`src/sv/assert_macros.svh`:
```
// ---------------------------------------------------------------------------
// Assertion macros
// Shared concurrent assertion wrappers for the pool allocator RTL.
// ---------------------------------------------------------------------------
`ifndef ASSERT_MACROS_SVH
`define ASSERT_MACROS_SVH

// control check, sampled on the clock, off while reset is low
`define ASSERT_CTRL(lbl, clk, rst_n, prop) \
    lbl: assert property (@(posedge clk) disable iff (!rst_n) prop) \
        else $error("control check failed");

// result check, sampled on the clock, off while reset is low
`define ASSERT_DATA(lbl, clk, rst_n, prop) \
    lbl: assert property (@(posedge clk) disable iff (!rst_n) prop) \
        else $error("result check failed");

`endif

```
`src/sv/ffpa_ram.sv`:
```
// ---------------------------------------------------------------------------
// ffpa_ram
// Generic single-write, single-read RAM with registered read data.
// ---------------------------------------------------------------------------
`timescale 1ns / 1ps

module ffpa_ram #(
    parameter int WIDTH = 8,
    parameter int DEPTH = 16
) (
    input  logic                     i_clk,
    input  logic                     i_we,
    input  logic [$clog2(DEPTH)-1:0] i_waddr,
    input  logic [WIDTH-1:0]         i_wdata,
    input  logic                     i_re,
    input  logic [$clog2(DEPTH)-1:0] i_raddr,
    output logic [WIDTH-1:0]         o_rdata
);

    logic [WIDTH-1:0] r_mem [DEPTH];
    logic [WIDTH-1:0] r_rdata;

    always_ff @(posedge i_clk) begin
        if (i_we) begin
            r_mem[i_waddr] <= i_wdata;
        end
        if (i_re) begin
            r_rdata <= r_mem[i_raddr];
        end
    end

    assign o_rdata = r_rdata;

endmodule

```
`config.mk`:
```
export PLATFORM = sky130hd
export DESIGN_NAME = ffpa_ram
export DESIGN_NICKNAME = d
export VERILOG_FILES = /design/src/sv/assert_macros.svh /design/src/sv/ffpa_ram.sv
export SDC_FILE = /design/constraint.sdc
export NUM_CORES = 1
export LEC_CHECK = 0
export BUFFER_PORTS_ARGS = -buffer_cell sky130_fd_sc_hd__buf_4
export CAP_MARGIN = 10
export CORE_MARGIN = 10
export CORE_UTILIZATION = 35
export CTS_CLUSTER_SIZE = 14
export DETAILED_ROUTE_END_ITERATION = 7
export PLACE_DENSITY = 0.62
export SLEW_MARGIN = 20
export SYNTH_ARGS = -nofsm -noshare
export SYNTH_HDL_FRONTEND = slang
export SYNTH_SLANG_ARGS = --single-unit
```
`constraint.sdc`:
```
create_clock -name i_clk -period 2.55 [get_ports i_clk]
set_input_delay 0.3825 -clock i_clk [delete_from_list [all_inputs] [get_ports i_clk]]
set_output_delay 0.3825 -clock i_clk [all_outputs]
set_load 0.1 [all_outputs]
```
Word-level counts from Yosys, hierarchy flattened --
Memories as Yosys holds them, arrays and structs flattened. A register that Yosys moved wholly into a read port is not among the register bits. Cells that the tools add are included.
Word-level totals: bits in latches 0, memory bits (writable) 128, memories kept 1, register bits 0, input port bits 19, logic and storage cells 3, memory bits (read-only) 0
Operators by class: muxes and demuxes 2, reduce and logical (&&, ||, !) cells 0, $mul 0, $lt $le $gt $ge 0, eq/ne operators 0, bitwise operators 0, div/mod/pow operators 0, shift-type cells 0, $add $sub $neg 0
Memories:
- r_mem | words 16, bits a word 8, read ports 1, clocked after Yosys merged registers in 1, wr ports 1, line ffpa_ram.sv:20 | logic [WIDTH-1:0] r_mem [DEPTH];
Operator list (count):
- 1-bit two-way mux | 2

Depth between registers and ports, before layout --
depth after elaboration 2, gate-level depth with buffers 5, depth with buffers taken out 3

Least setup slack after synthesis --
No wires, ideal clock.
path type input to register, start point input port i_waddr[2], end point memory r_mem[0][0], enable pin, arrival 1492 ps, slack 675 ps, stages 2, path through or3b_2 nor3_1
RTL lines:
- from (decl) | line ffpa_ram.sv:13 | input logic [$clog2(DEPTH)-1:0] i_waddr,
- to (decl) | line ffpa_ram.sv:20
No word-level cell before the write port.

==> impl_metrics.json <==
{
  "grt_setup_unrepaired": "false",
  "area_growth_pct": 20.7,
  "min_path_type": "in -> reg",
  "die_area_mm2": 0.0202,
  "critical_path_arrival_ns": 1.79,
  "required_ns": 2.70,
  "grtUsageTotal": 0.109,
  "synth_nets": 248,
  "synth_area_leaders": "edfxtp_1, mux4_2, mux4_1",
  "synth.most_common_cell": "edfxtp_1",
  "start_util": 0.358,
  "synth_edf_count": 136,
  "grt_pass1_vias": 2534,
  "antenna_found_initial": 0,
  "finalCritPeriodShare": 0.641,
  "grt_overflow": 0,
  "hold_path_depth": 1,
  "synth_cells": 229,
  "drtPass1Iterations": 4,
  "wire_per_inst_um": 21.9,
  "dieHeight_um": 142,
  "gp_congestion": 0.768,
  "path_max_fanout": 14,
  "synth_seq_cells": 136,
  "cts_sinks": 136,
  "path_class": "in -> reg",
  "async_reset_ff_frac": 0,
  "power_leakage_nw": 2.10,
  "vias": 2500,
  "ff2ff_setup_slack_ns": 1.10,
  "cp-end-kind": "flop",
  "vias_per_cell": 5.20,
  "cts_max_level": 4,
  "path_clk_slew_ns": 0.06,
  "drc": 0,
  "final_area_mm2": 0.00631,
  "rr_worst_depth": 3,
  "final_max_slew_viol_count": 0,
  "ys_seq_area_frac": 0.781,
  "setup_violations": 0,
  "ant_nets": 0,
  "fin_crit_ns": 1.63,
  "wl_um": 10500,
  "numPortBuffers": 26,
  "grt_start_max_net_pins": 33,
  "whs_ns": 0.274,
  "clock_latency_ns": 0.41,
  "outcome": "finished, final reports clean",
  "hold_buffers": 0,
  "post_cts_resized": 0,
  "yosys-top-cells-count": "edfxtp_1, mux4_2, a22oi_1, mux4_1, nor2_1",
  "clock_skew_ns": 0.00542,
  "clockRootBuffer": "clkbuf_16",
  "synthesis.area_mm2": 0.00523,
  "crit-reg2reg-launch": "r_mem[5][2]$_DFFE_PP_",
  "syn_area_per_cell_um2": 22.8,
  "cap_violations": 0,
  "rows": 44,
  "cts_buffer_depth": 2,
  "boundaryPins": 27,
  "finalNonFillerCells": 481,
  "max_clock_freq_mhz": 612,
  "yosysTopAreaCellShare": 0.781,
  "yosysTopAreaCell": "edfxtp_1",
  "tightest_slew_ns": 0.478,
  "synthFlopType": "edfxtp_1",
  "fin_util": 0.433,
  "p_per_area_mw_per_mm2": 827,
  "min-delay-start": "i_wdata[3]",
  "cts_tree": "done",
  "layout-drive-gt1-share": 0.323,
  "cts_setup_buffers": 0,
  "crit_path_start": "i_raddr[0]",
  "peakVddDrop_mv": 0.804,
  "first_iter_violations": 221,
  "yosysUniqueCellTypes": 18,
  "post-dp-hpwl_um": 6710,
  "synth_warnings": 0,
  "cts_buffers": 17,
  "die_w_um": 142,
  "grt_first_pass_wirelength_um": 15800,
  "startpoint_type": "input port",
  "dp.cells": 449,
  "antennaDiodeCount": 0,
  "core_mm2": 0.0146,
  "hold_violations": 0,
  "place_area_mm2": 0.00573,
  "relSlewSlack": 0.681,
  "nNetsFinal": 303,
  "tns_ns": 0
}
## cell usage in the layout (no fill, tap or decap)
master	synthesis	layout
mux4_1	14	14
mux4_2	18	18
nor2_1	13	13
nand3_1	1	1
nor2b_1	1	1
bufinv_16	0	2
clkinv_2	0	1
edfxtp_1	136	136
and2_1	1	1
inv_6	0	1
nand2_1	9	9
nand3b_1	2	2
buf_12	0	1
nor3_1	4	4
clkbuf_16	0	17
buf_4	1	45
a22oi_1	16	16
or3b_2	1	1
clkinv_4	0	3
clkinvlp_4	0	7
nand2b_1	2	2
clkbuf_1	0	1
and2b_1	1	1
## kinds of logic (layout without fill, tap and decap cells)
kind of cell / after synthesis / after routing / synth area share
AO/OA/AOI/OAI: 16 / 16 / 0.0230
AND/OR/NAND/NOR: 35 / 35 / 0.0314
flip-flops: 136 / 136 / 0.781
buffers and inverters: 10 / 78 / 0.0165
multiplexers: 32 / 32 / 0.148
## stage by stage
stage,total power [mW],setup slack (ns)
after floorplan,2.78,0.675
after global placement,2.90,0.490
after detailed placement,2.91,0.482
after CTS,5.26,0.928
after global routing,5.39,0.812
final,5.22,0.915
## routing by layer
layer | up-vias | share of wire | GRT usage
met1 | 1295 | 0.48 | 0.158
met5 | - | 0 | 0
met2 | 99 | 0.44 | 0.150
met4 | 0 | 0.0079 | 0.0290
li1 | 1098 | - | -
met3 | 8 | 0.077 | 0.0427
## critical path, stage by stage
cell     delay (ns)
buf_4          0.28
buf_12         0.21
mux4_1         0.56
a22oi_1        0.22
nand2_1        0.11
## state kept, by name, indices dropped and copies added (netlist names)
signal and count:
r_mem 128, o_rdata 8
## path summary, 6_finish.rpt
path | endpoint
setup / recovery | o_rdata[2]$_DFFE_PP_
hold / removal | r_mem[7][3]$_DFFE_PP_
setup reg to reg | o_rdata[2]$_DFFE_PP_
hold reg to reg | o_rdata[3]$_DFFE_PP_
## area by class of cell
type	instances	area, um^2
Clock buffer	18	429
Multi-Input combinational cell	83	1060
Fill cell	1203	8280
Tap cell	184	230
Timing Repair Buffer	46	358
Clock inverter	14	153
Sequential cell	136	4080
## power breakdown
group / switching [mW] / total [mW] / internal, mW
registers: 0.0126 / 2.53 / 2.52
logic: 0.213 / 0.325 / 0.113
clock network: 0.922 / 2.36 / 1.44
Power figures use the tool's default switching activity.
